===== src/rtl/gdad_pkg.sv =====
// Shared types, constants and calendar helpers for the date adder.
`default_nettype none
package gdad_pkg;

  localparam int DAY_W   = 5;
  localparam int MONTH_W = 4;
  localparam int YEAR_W  = 14;
  localparam int COUNT_W = 16;
  localparam int CYC_W   = 9;
  localparam int QUOT_W  = 6;
  localparam int PROD_W  = 27;

  localparam int RECIP_SHIFT = 21;
  localparam logic [PROD_W-1:0] YEAR_RECIP = PROD_W'(5243);
  localparam logic [CYC_W-1:0] LEAP_CYCLE = CYC_W'(400);
  localparam logic [CYC_W-1:0] CYCLE_LAST = CYC_W'(399);
  localparam logic [YEAR_W-1:0] YEAR_LAST = {YEAR_W{1'b1}};

  localparam logic [MONTH_W-1:0] MONTH_JAN = MONTH_W'(1);
  localparam logic [MONTH_W-1:0] MONTH_FEB = MONTH_W'(2);
  localparam logic [MONTH_W:0]   MONTH_DEC = (MONTH_W+1)'(12);
  localparam logic [DAY_W-1:0]   DAY_FIRST = DAY_W'(1);

  typedef enum logic [1:0] {
    ST_IDLE,
    ST_SETUP,
    ST_RUN,
    ST_DONE
  } state_t;

  typedef struct packed {
    logic load;
    logic setup;
    logic step;
  } ctrl_cmd_t;

  typedef struct packed {
    logic count_zero;
  } ctrl_sts_t;

  function automatic logic leap_of(input logic [CYC_W-1:0] r);
    logic century;
    begin
      century = (r == CYC_W'(100)) || (r == CYC_W'(200)) || (r == CYC_W'(300));
      leap_of = (r[1:0] == 2'b00) && !century;
    end
  endfunction

  function automatic logic [DAY_W-1:0] month_length(input logic [MONTH_W-1:0] mon,
                                                    input logic leap);
    begin
      case (mon)
        4'd1, 4'd3, 4'd5, 4'd7, 4'd8, 4'd10, 4'd12: month_length = DAY_W'(31);
        4'd4, 4'd6, 4'd9, 4'd11:                    month_length = DAY_W'(30);
        MONTH_FEB: month_length = leap ? DAY_W'(29) : DAY_W'(28);
        default:   month_length = DAY_W'(0);
      endcase
    end
  endfunction

endpackage
`default_nettype wire


===== src/rtl/gdad_ctrl.sv =====
// Controller state machine sequencing setup, day stepping and result hand-off.
`default_nettype none
module gdad_ctrl
  import gdad_pkg::*;
(
  input  wire logic      clk,
  input  wire logic      rst,
  input  wire logic      in_valid,
  output logic           in_stall,
  output logic           out_valid,
  input  wire logic      out_stall,
  input  wire ctrl_sts_t sts,
  output ctrl_cmd_t      cmd
);

  state_t state, state_next;

  always_ff @(posedge clk) begin
    if (rst) begin
      state <= ST_IDLE;
    end else begin
      state <= state_next;
    end
  end

  always_comb begin
    state_next = state;
    cmd        = '0;
    in_stall   = 1'b1;
    out_valid  = 1'b0;
    case (state)
      ST_IDLE: begin
        in_stall = 1'b0;
        if (in_valid) begin
          cmd.load   = 1'b1;
          state_next = ST_SETUP;
        end
      end
      ST_SETUP: begin
        cmd.setup  = 1'b1;
        state_next = ST_RUN;
      end
      ST_RUN: begin
        if (sts.count_zero) begin
          state_next = ST_DONE;
        end else begin
          cmd.step = 1'b1;
        end
      end
      ST_DONE: begin
        out_valid = 1'b1;
        if (!out_stall) begin
          state_next = ST_IDLE;
        end
      end
      default: begin
        state_next = ST_IDLE;
      end
    endcase
  end

endmodule
`default_nettype wire


===== src/rtl/gdad_dp.sv =====
// Datapath holding the running date, day counter and year position in the leap cycle.
`default_nettype none
module gdad_dp
  import gdad_pkg::*;
(
  input  wire logic               clk,
  input  wire ctrl_cmd_t          cmd,
  output ctrl_sts_t               sts,
  input  wire logic [DAY_W-1:0]   start_day,
  input  wire logic [MONTH_W-1:0] start_month,
  input  wire logic [YEAR_W-1:0]  start_year,
  input  wire logic [COUNT_W-1:0] day_count,
  output logic [DAY_W-1:0]        end_day,
  output logic [MONTH_W-1:0]      end_month,
  output logic [YEAR_W-1:0]       end_year
);

  logic [DAY_W-1:0]   day;
  logic [MONTH_W-1:0] mon;
  logic [YEAR_W-1:0]  yr;
  logic [COUNT_W-1:0] left;
  logic [QUOT_W-1:0]  quot;
  logic [CYC_W-1:0]   cyc;

  logic [PROD_W-1:0]  prod;
  logic [YEAR_W:0]    quot_mul;
  logic [YEAR_W:0]    year_rem;
  logic [DAY_W-1:0]   max_day;
  logic [DAY_W:0]     day_inc;
  logic [MONTH_W:0]   mon_inc;

  assign prod     = PROD_W'(start_year) * YEAR_RECIP;
  assign quot_mul = (YEAR_W+1)'(quot) * (YEAR_W+1)'(LEAP_CYCLE);
  assign year_rem = {1'b0, yr} - quot_mul;
  assign max_day  = month_length(mon, leap_of(cyc));
  assign day_inc  = {1'b0, day} + (DAY_W+1)'(1);
  assign mon_inc  = {1'b0, mon} + (MONTH_W+1)'(1);

  always_ff @(posedge clk) begin
    if (cmd.load) begin
      day  <= start_day;
      mon  <= start_month;
      yr   <= start_year;
      left <= day_count;
      quot <= prod[RECIP_SHIFT +: QUOT_W];
    end else if (cmd.setup) begin
      cyc <= year_rem[CYC_W-1:0];
    end else if (cmd.step) begin
      left <= left - COUNT_W'(1);
      if (day_inc > {1'b0, max_day}) begin
        day <= DAY_FIRST;
        if (mon_inc > MONTH_DEC) begin
          mon <= MONTH_JAN;
          yr  <= yr + YEAR_W'(1);
          if (yr == YEAR_LAST || cyc == CYCLE_LAST) begin
            cyc <= '0;
          end else begin
            cyc <= cyc + CYC_W'(1);
          end
        end else begin
          mon <= mon_inc[MONTH_W-1:0];
        end
      end else begin
        day <= day_inc[DAY_W-1:0];
      end
    end
  end

  assign sts.count_zero = (left == '0);
  assign end_day   = day;
  assign end_month = mon;
  assign end_year  = yr;

endmodule
`default_nettype wire


===== src/rtl/gregorian_date_add_days.sv =====
// Top level: advances a Gregorian date by a count of days, one day per cycle.
// Sequence: the accepted input is loaded, the leap-cycle position is set up, then days are
// stepped until the count is zero and out_valid is raised; one transaction at a time, and
// the stepping loop in the datapath advances one day per cycle.
// Reset: synchronous, active high; returns the controller to idle, no result pending.
`default_nettype none
module gregorian_date_add_days
  import gdad_pkg::*;
(
  input  wire logic               clk,
  input  wire logic               rst,
  input  wire logic               in_valid,
  output logic                    in_stall,
  input  wire logic [DAY_W-1:0]   start_day,
  input  wire logic [MONTH_W-1:0] start_month,
  input  wire logic [YEAR_W-1:0]  start_year,
  input  wire logic [COUNT_W-1:0] day_count,
  output logic                    out_valid,
  input  wire logic               out_stall,
  output logic [DAY_W-1:0]        end_day,
  output logic [MONTH_W-1:0]      end_month,
  output logic [YEAR_W-1:0]       end_year
);

  ctrl_cmd_t cmd;
  ctrl_sts_t sts;

  gdad_ctrl u_ctrl (
    .clk       (clk),
    .rst       (rst),
    .in_valid  (in_valid),
    .in_stall  (in_stall),
    .out_valid (out_valid),
    .out_stall (out_stall),
    .sts       (sts),
    .cmd       (cmd)
  );

  gdad_dp u_dp (
    .clk         (clk),
    .cmd         (cmd),
    .sts         (sts),
    .start_day   (start_day),
    .start_month (start_month),
    .start_year  (start_year),
    .day_count   (day_count),
    .end_day     (end_day),
    .end_month   (end_month),
    .end_year    (end_year)
  );

  a_busy_blocks_input: assert property (@(posedge clk) disable iff (rst)
    out_valid |-> in_stall)
    else $error("input accepted while a result is pending");

  a_no_instant_result: assert property (@(posedge clk) disable iff (rst)
    (in_valid && !in_stall) |=> !out_valid)
    else $error("result shown in the cycle after accept");

  a_zero_count_latency: assert property (@(posedge clk) disable iff (rst)
    (in_valid && !in_stall && day_count == '0) |-> ##3 out_valid)
    else $error("zero day count did not finish in three cycles");

  a_result_holds_count: assert property (@(posedge clk) disable iff (rst)
    out_valid |-> sts.count_zero)
    else $error("result presented before all days were applied");

endmodule
`default_nettype wire

===== config.mk =====
export PLATFORM = sky130hd
export DESIGN_NAME = gregorian_date_add_days
export DESIGN_NICKNAME = d
export VERILOG_FILES = /design/src/rtl/gdad_pkg.sv /design/src/rtl/gdad_ctrl.sv /design/src/rtl/gdad_dp.sv /design/src/rtl/gregorian_date_add_days.sv
export SDC_FILE = /design/constraint.sdc
export NUM_CORES = 1
export LEC_CHECK = 0
export ABC_AREA = 1
export BUFFER_PORTS_ARGS = -buffer_cell sky130_fd_sc_hd__buf_2
export CAP_MARGIN = 40
export CORE_MARGIN = 8
export CORE_UTILIZATION = 55
export DETAILED_ROUTE_END_ITERATION = 8
export PLACE_DENSITY = 0.79
export SYNTH_ARGS = -nofsm -noshare
export SYNTH_HDL_FRONTEND = slang
export SYNTH_HIERARCHICAL = 1
export SYNTH_SLANG_ARGS = --single-unit

===== constraint.sdc =====
create_clock -name clk -period 4.15 [get_ports clk]
set_input_delay 0.2075 -clock clk [delete_from_list [all_inputs] [get_ports clk]]
set_output_delay 0.2075 -clock clk [all_outputs]
set_load 0.02 [all_outputs]

==> results of run 1 <==
where the power goes:
| part | total, mW | switching, mW | leakage, nW | internal, mW |
|---|---|---|---|---|
| Clock | 0.486 | 0.204 | 0.0759 | 0.282 |
| Combinational | 4.14 | 2.62 | 3.85 | 1.52 |
| Sequential | 1.34 | 0.292 | 0.515 | 1.05 |
flip-flops by register name (all words and copies together) (netlist names):
signal	count
u_dp/quot	5
u_dp/left	16
u_dp/end_month	4
u_dp/end_year	14
u_dp/end_day	5
u_dp/cyc	9
u_ctrl/state	2
worst paths after layout:
| check | endpoint | slack [ns] | cells after the start |
|---|---|---|---|
| hold / removal | u_ctrl/state[1] | 0.14 | 4 |
| setup reg to reg | u_dp/end_year[2] | 0.95 | 13 |
| hold reg to reg | u_dp/left[0] | 0.62 | 1 |
| setup / recovery | u_dp/quot[3] | 0.25 | 18 |
metrics by stage:
stage	TNS (ns)	std cells	utilization [%]
final	0	1201	61.0
after global placement	0	1194	59.8
after detailed placement	-0.145	1194	59.8
after floorplan	0	945	-
after global routing	0	1201	61.0
after CTS	0	1201	61.0
cells by family (layout without fill, tap and decap cells):
kind of cell / count (synthesis) / count (layout) / share of synthesized area (%)
and+or+nand+nor: 380 / 380 / 22.5
buffers and inverters: 231 / 307 / 11.5
adders and majority gates: 181 / 181 / 36.2
AOI/OAI and AO/OA: 76 / 76 / 5.63
DFF: 55 / 55 / 21.6
xor gates and xnor gates: 22 / 22 / 2.55
cell usage after synthesis (12+ instances only):
master,number
inv_1,220
nand2_1,208
ha_1,118
fa_1,63
nor2_1,63
edfxtp_1,53
nand3_1,51
a21oi_1,28
o21ai_0,26
xor2_1,17
nand4_1,12
final cells by class:
class	count	area (um2)
tap	180	225
multi-input combinational	659	5050
clock inverter	2	37.5
sequential	55	1630
timing repair buffer	79	425
inverter	221	830
clock buffer	5	125
fill	1194	5340
worst register-to-register path: cells and delay by family (launching register included):
family	cells	cell delay, ns
adder cells (fa/ha/maj)	2	0.60
AND/OR/NAND/NOR	9	1.51
AO/OA/AOI/OAI	1	0.08
buffers and inverters	1	0.24
flip-flops	1	0.47
layer usage:
layer	vias to the layer above	share of wire [%]	global-route usage (%)
met5	-	0	0
li1	3128	-	-
met4	0	2.5	7.11
met3	26	5.0	3.50
met2	157	50	34.6
met1	2884	43	24.4
==> results.toml, run 1 <==
[clock_network]
worst_setup_hold_path_clk_slew_ns = 0.08
cts_tree = "built"
cts.repair_timing.setup_buffer_count = 0
cts_sinks = 55
hold_fix_buffers_at_cts = 0
insertion_delay_ns = 0.30
ctsRootBufferMaster = "clkbuf_16"
cts_buffers = 5
cts-root-to-sink-buffers = 2
cts-htree-levels = 2
cts_resized = 0

[place]
final_wtd_congestion = 0.886
placement.cell_area_um2 = 8170
post-dp-hpwl_um = 14500
post-place-ws_ns = -0.0695
placement.io_buffers = 67

[synth]
synth_async_sr_flop_share_pct = 0
yosys_most_used_dff = "edfxtp_1"
syn-num-nets = 1169
synth-seq-area-share_pct = 21.6
ys_top_cells_by_area = "edfxtp_1 21%, ha_1 20%, fa_1 17%"
synth_largest_type_area_fraction_pct = 21.1
yosys_warnings = 6
postSynthCellCount = 945
synth.distinct_cells = 36
postSynthRegisterBits = 55
syn-cell-area_um2 = 7560
yosys.area.top_type = "edfxtp_1"
mean_cell_area_of_the_mapped_netlist_um2 = 8.00
synth_enable_flop_cells = 53

[power_and_ir_drop]
peakVddDrop_mv = 0.329
power.total_mw = 5.96
pleak_nw = 4.44
powerDensity_nw_per_um2 = 716

[setup_path]
crit_path_max_incr_delay_ns = 0.55
setup.worst_path.class = "input pin to flop"
critPathRequiredTime_ns = 4.22
cp_top_family = "adder cells"
path_cells = "buf_2, inv_1, fa_1, inv_1, ha_1, fa_1, inv_1, fa_1, fa_1, inv_1, ha_1, nand2_1, nor2_1, nand4_1, nor2_1, nand2_1, nand4_1, nand2_1"
critical_path_at_ns = 3.97
r2r-start = "u_dp/end_month[0]"
crit_path_end_kind = "flop"
critical_path_peak_fanout = 5
worst_path_max_delay_cell = "fa_1"
critical_path_buffers_and_inverters = 5
timing.critical_path.from = "start_year[6]"
critical_path.startpoint_type = "input pin"

[grt]
grt_max_degree = 37
grt_remaining_overflow = 0
grt_util_all_layers_pct = 20.0
grt_first_pass_wirelength_um = 29000
antenna_found_initial = 0
grt_pass1_vias = 6174

[timing]
tightest_slew_ns = 0.833
fmaxAchievable_mhz = 256
hold_violations = 0
postLayoutSetupSlackWorst_ns = 0.249
fin_crit_ns = 3.90
grt_setup_unrepaired = "false"
setup_failing_eps_final = 0
period_share_pct = 94.0
hold-worst-slack_ns = 0.143
maxSlewViolCount = 0
maxSlewHeadroom_pct = 44.4
final.setup_skew_ns = 0.00957

[drt]
drt_first_pass_iters = 5
wire_per_inst_um = 14.2
detail_route.vias_per_cell = 5.16
drt_wl_total_um = 17000
num_vias = 6195
drt.antenna.violating_nets = 0
drc = 0
detail_route.iter0.violations = 328

[finish]
insertedDiodeCount = 0
layout_cell_area_excl_fill_um2 = 8330
layout.nets = 1245
syn2layout_area_growth_pct = 10.2
final_common_cell = "inv_1"
proportion_of_layout_cells_with_a_drive_suffix_above_1_pct = 11.7
final_cell_mix = "220 x inv_1, 208 x nand2_1, 118 x ha_1"

[die]
die_area_um2 = 17800
core_region_area_um2 = 13700
row_count = 43
floorplan.die.height_um = 133
initial_utilization_pct = 55.3
chipWidth_um = 133
io_pins = 68

[outcome]
status = "completed"

[hold_path]
worstHoldStart = "rst"
hp-class = "input pin to flop"

[flow_run]
cap_viol_max_count = 0
(Power assumes the default switching activity.)
==> inputs of run 2 (changes only) <==
CORE_UTILIZATION = 49   (was 55)
PLACE_DENSITY = 0.72   (was 0.79)
RECOVER_POWER = 50   (was unset)
==> results.toml, run 2 (same netlist as run 1, synthesis figures left out) <==
[finish]
layout_cell_area_excl_fill_um2 = 8300
final_cell_mix = "220 x inv_1, 209 x nand2_1, 118 x ha_1"
syn2layout_area_growth_pct = 9.77
proportion_of_layout_cells_with_a_drive_suffix_above_1_pct = 9.05
multi_input_area_um2 = 5020
largest_reg_flops = 16
registers.top_by_ff_count = "u_dp/left"
final-instance-count-excl-fill = 1216
final_common_cell = "inv_1"
insertedDiodeCount = 0
filler_cell_count = 1439
area_of_all_sequential_standard_cells_um2 = 1630
layout.nets = 1251
final_util_pct = 54.8

[power_and_ir_drop]
share_comb_of_total_power_pct = 70.0
internal_power_mw = 2.76
powerDensity_nw_per_um2 = 704
power.total_mw = 5.84
total_switching_power_mw = 3.08
peakVddDrop_mv = 0.273
portion_of_total_power_attributed_to_the_clock_network_pct = 7.1
sw_frac_of_total_pct = 52.7
power.share.sequential_pct = 22.9
pleak_nw = 4.38

[hold_path]
hp-class = "input pin to flop"

[clock_network]
cts_tree = "built"
insertion_delay_ns = 0.30
cts.repair_timing.setup_buffer_count = 0
cts_buffers = 5
hold_fix_buffers_at_cts = 0
cts-htree-levels = 2
ctsRootBufferMaster = "clkbuf_16"
cts_sinks = 55
cts_resized = 0
worst_setup_hold_path_clk_slew_ns = 0.07
cts-root-to-sink-buffers = 2

[timing]
tightest_slew_ns = 0.963
hold-worst-slack_ns = 0.153
fin_crit_ns = 3.86
maxSlewViolCount = 0
postLayoutSetupSlackWorst_ns = 0.289
maxSlewHeadroom_pct = 35.8
hold_violations = 0
final.setup_skew_ns = 0.00473
period_share_pct = 93.0
setup_failing_eps_final = 0
grt_setup_unrepaired = "false"
fmaxAchievable_mhz = 259
timing.setup.tns_ns = 0

[setup_path]
critical_path_at_ns = 3.92
r2r-start = "u_dp/end_month[0]"
critical_path.startpoint_type = "input pin"
critical_path_peak_fanout = 5
setup.worst_path.class = "input pin to flop"
r2r_cells = 13
timing.critical_path.from = "start_year[4]"
critPathRequiredTime_ns = 4.21
crit_end = "u_dp/quot[4]"
reg2reg_slack_ns = 0.94
reg2reg_to = "u_dp/end_year[0]"
crit_path_end_kind = "flop"

[drt]
num_vias = 6130
detail_route.vias_per_cell = 5.04
wire_per_inst_um = 14.1
top_signal_layer_used = "met4"
routed_wl_met3_um = 881
met2WireLength_um = 8160
drt_first_pass_iters = 6
drt_wl_total_um = 17100
detail_route.wirelength.met1_um = 7790
detail_route.iter0.violations = 307
drc = 0
drt.antenna.violating_nets = 0

[grt]
grt_first_pass_wirelength_um = 28800
grt_pass1_vias = 6107
antenna_found_initial = 0
grt_remaining_overflow = 0
grt_max_degree = 25
grt_util_all_layers_pct = 17.9

[die]
chipWidth_um = 140
floorplan.die.height_um = 140
die_area_um2 = 19700
io_pins = 68
initial_utilization_pct = 49.9
core_region_area_um2 = 15100
row_count = 45

[flow_run]
cap_viol_max_count = 0

[place]
post-place-ws_ns = -0.0336
placement.io_buffers = 67
placement.cell_area_um2 = 8220
final_wtd_congestion = 0.880
post-dp-hpwl_um = 14700
placed_cells_incl_taps = 1208

[outcome]
status = "completed"
run 2: cell count changes in the layout (fill, tap and decap cells not counted), sizes merged:
cell and delta:
clkinv +3, clkbuf +26, clkinvlp -1, buf -20
bufinv -1
run 2: how the worst min path moves through the flow:
stage	start	to	slack, ns	cells after the start
3_5_place_dp	rst	u_ctrl/state[1]	0.46	4
6_report	rst	u_ctrl/state[1]	0.15	4
5_1_grt	rst	u_ctrl/state[1]	0.18	4
3_3_place_gp	rst	u_ctrl/state[1]	0.46	4
2_1_floorplan	rst	u_ctrl/state[0]	0.36	3
4_1_cts	rst	u_ctrl/state[1]	0.14	4
run 2: power by group through the flow:
stage               Sequential (mW)  Clock (mW)  Combinational, mW
floorplan                      1.38           0               3.05
global placement               1.33           0               4.03
detailed placement             1.34           0               4.12
CTS                            1.33       0.426               4.15
global route                   1.38       0.442               4.80
finish                         1.34       0.414               4.09
run 2: cell type report:
| cell class | instances | area share [%] |
|---|---|---|
| clock buffers | 5 | 1.51 |
| clock inverters | 3 | 0.181 |
| inverters | 221 | 10.0 |
| multi-input cells | 659 | 60.6 |
| flip-flops and latches | 55 | 19.7 |
| well taps | 188 | 2.84 |
| repair buffers | 85 | 5.25 |
run 2: worst max-delay path, stage by stage:
cell and delay (ns):
buf_2 0.17, inv_1 0.10, fa_1 0.54, inv_1 0.04
ha_1 0.20, fa_1 0.53, inv_1 0.05, fa_1 0.46
fa_1 0.55, inv_1 0.05, ha_1 0.31, nand2_1 0.10
nor2_1 0.19, nand2_1 0.09, nor2_1 0.09, nand2_1 0.08
nand4_1 0.10, nand2_1 0.05
run 2: layer usage:
| metal | track usage (%) | vias to the layer above |
|---|---|---|
| met3 | 2.07 | 18 |
| met5 | 0 | - |
| met1 | 23.2 | 2829 |
| li1 | - | 3142 |
| met2 | 31.0 | 141 |
| met4 | 4.74 | 0 |
==> inputs of run 3 (changes only) <==
--- a/constraint.sdc
+++ b/constraint.sdc
@@ -3,2 +3,2 @@
 set_output_delay 0.2075 -clock clk [all_outputs]
-set_load 0.02 [all_outputs]
+set_load 0.005 [all_outputs]
==> results.toml, run 3 (same netlist as run 1, synthesis figures left out) <==
[timing]
fmaxAchievable_mhz = 259
hold_violations = 0
maxSlewHeadroom_pct = 33.8
period_share_pct = 92.9
fin_crit_ns = 3.86
grt_setup_unrepaired = "false"
timing.setup.tns_ns = 0
tightest_slew_ns = 0.993
final.setup_skew_ns = 0.00529
maxSlewViolCount = 0
setup_failing_eps_final = 0

[die]
row_count = 45
core_region_area_um2 = 15100
initial_utilization_pct = 49.9
die_area_um2 = 19700
io_pins = 68
floorplan.die.height_um = 140
chipWidth_um = 140

[drt]
num_vias = 6129
drt_first_pass_iters = 5
detail_route.vias_per_cell = 5.04
drt.antenna.violating_nets = 0
wire_per_inst_um = 14.1
drt_wl_total_um = 17100
drc = 0
detail_route.iter0.violations = 297

[finish]
final-instance-count-excl-fill = 1216
final_cell_mix = "220 x inv_1, 209 x nand2_1, 118 x ha_1"
insertedDiodeCount = 0
registers.top_by_ff_count = "u_dp/left"
layout.nets = 1251
final_common_cell = "inv_1"
largest_reg_flops = 16
proportion_of_layout_cells_with_a_drive_suffix_above_1_pct = 9.34
syn2layout_area_growth_pct = 9.82

[flow_run]
cap_viol_max_count = 0

[grt]
grt_max_degree = 25
grt_remaining_overflow = 0
antenna_found_initial = 0
grt_pass1_vias = 6107
grt_first_pass_wirelength_um = 28800
grt_util_all_layers_pct = 17.9

[clock_network]
cts.repair_timing.setup_buffer_count = 0
insertion_delay_ns = 0.30
ctsRootBufferMaster = "clkbuf_16"
cts_sinks = 55
cts-root-to-sink-buffers = 2
hold_fix_buffers_at_cts = 0
cts_buffers = 5
cts_tree = "built"
cts_resized = 0
cts-htree-levels = 2
worst_setup_hold_path_clk_slew_ns = 0.07

[place]
final_wtd_congestion = 0.880
placement.io_buffers = 67
post-dp-hpwl_um = 14700
placed_cells_incl_taps = 1208

[power_and_ir_drop]
powerDensity_nw_per_um2 = 690
pleak_nw = 4.39
power.total_mw = 5.73
peakVddDrop_mv = 0.263

[outcome]
status = "completed"

[setup_path]
critical_path_at_ns = 3.91
crit_path_end_kind = "flop"
critical_path_peak_fanout = 5
setup.worst_path.class = "input pin to flop"
critPathRequiredTime_ns = 4.20
critical_path.startpoint_type = "input pin"

[hold_path]
hp-class = "input pin to flop"
==> run 3: stage by stage <==
step           hold WS [ns]  utilization, %  area (um2)  setup slack, ns
3_5_place_dp          0.460            54.3        8220          -0.0336
3_3_place_gp          0.459            54.3        8220           0.0277
5_1_grt               0.181            54.8        8300           0.0398
2_1_floorplan         0.363               -        7560            0.383
6_report              0.153            54.8        8300            0.295
4_1_cts               0.139            55.2        8360            0.300
==> run 3: layout make-up <==
cell class	instances	area, um2
fillers	1436	6850
multi-input cells	659	5020
flip-flops and latches	55	1630
inverters	221	830
repair buffers	85	439
well taps	188	235
clock buffers	5	125
clock inverters	3	15.0
==> run 3: where the power goes <==
group	internal (mW)	leakage (nW)	switching [mW]	total [mW]
clock	0.221	0.0733	0.192	0.413
combinational	1.49	3.80	2.48	3.98
sequential	1.05	0.515	0.288	1.34
total	2.77	4.39	2.96	5.73
==> run 3: per-layer routing <==
metal,wire [um],up-vias,track usage (%)
met5,0,-,0
met1,7920,2843,23.2
met4,259,0,4.74
met2,8190,126,31.0
li1,-,3142,-
met3,747,18,2.07
==> run 3: worst paths after layout <==
| kind | from | endpoint | slack [ns] | depth (start not counted) |
|---|---|---|---|---|
| setup reg to reg | u_dp/end_month[0] | u_dp/end_year[0] | 0.95 | 13 |
| hold / removal | rst | u_ctrl/state[1] | 0.15 | 4 |
| setup / recovery | start_year[4] | u_dp/quot[4] | 0.29 | 18 |
| hold reg to reg | u_dp/left[0] | u_dp/left[0] | 0.62 | 1 |
==> run 3: worst max-delay path, cell delays in order <==
cell	delay, ns
buf_2	0.17
inv_1	0.10
fa_1	0.54
inv_1	0.04
ha_1	0.20
fa_1	0.53
inv_1	0.05
fa_1	0.46
fa_1	0.55
inv_1	0.05
ha_1	0.31
nand2_1	0.10
nor2_1	0.19
nand2_1	0.09
nor2_1	0.09
nand2_1	0.07
nand4_1	0.09
nand2_1	0.05
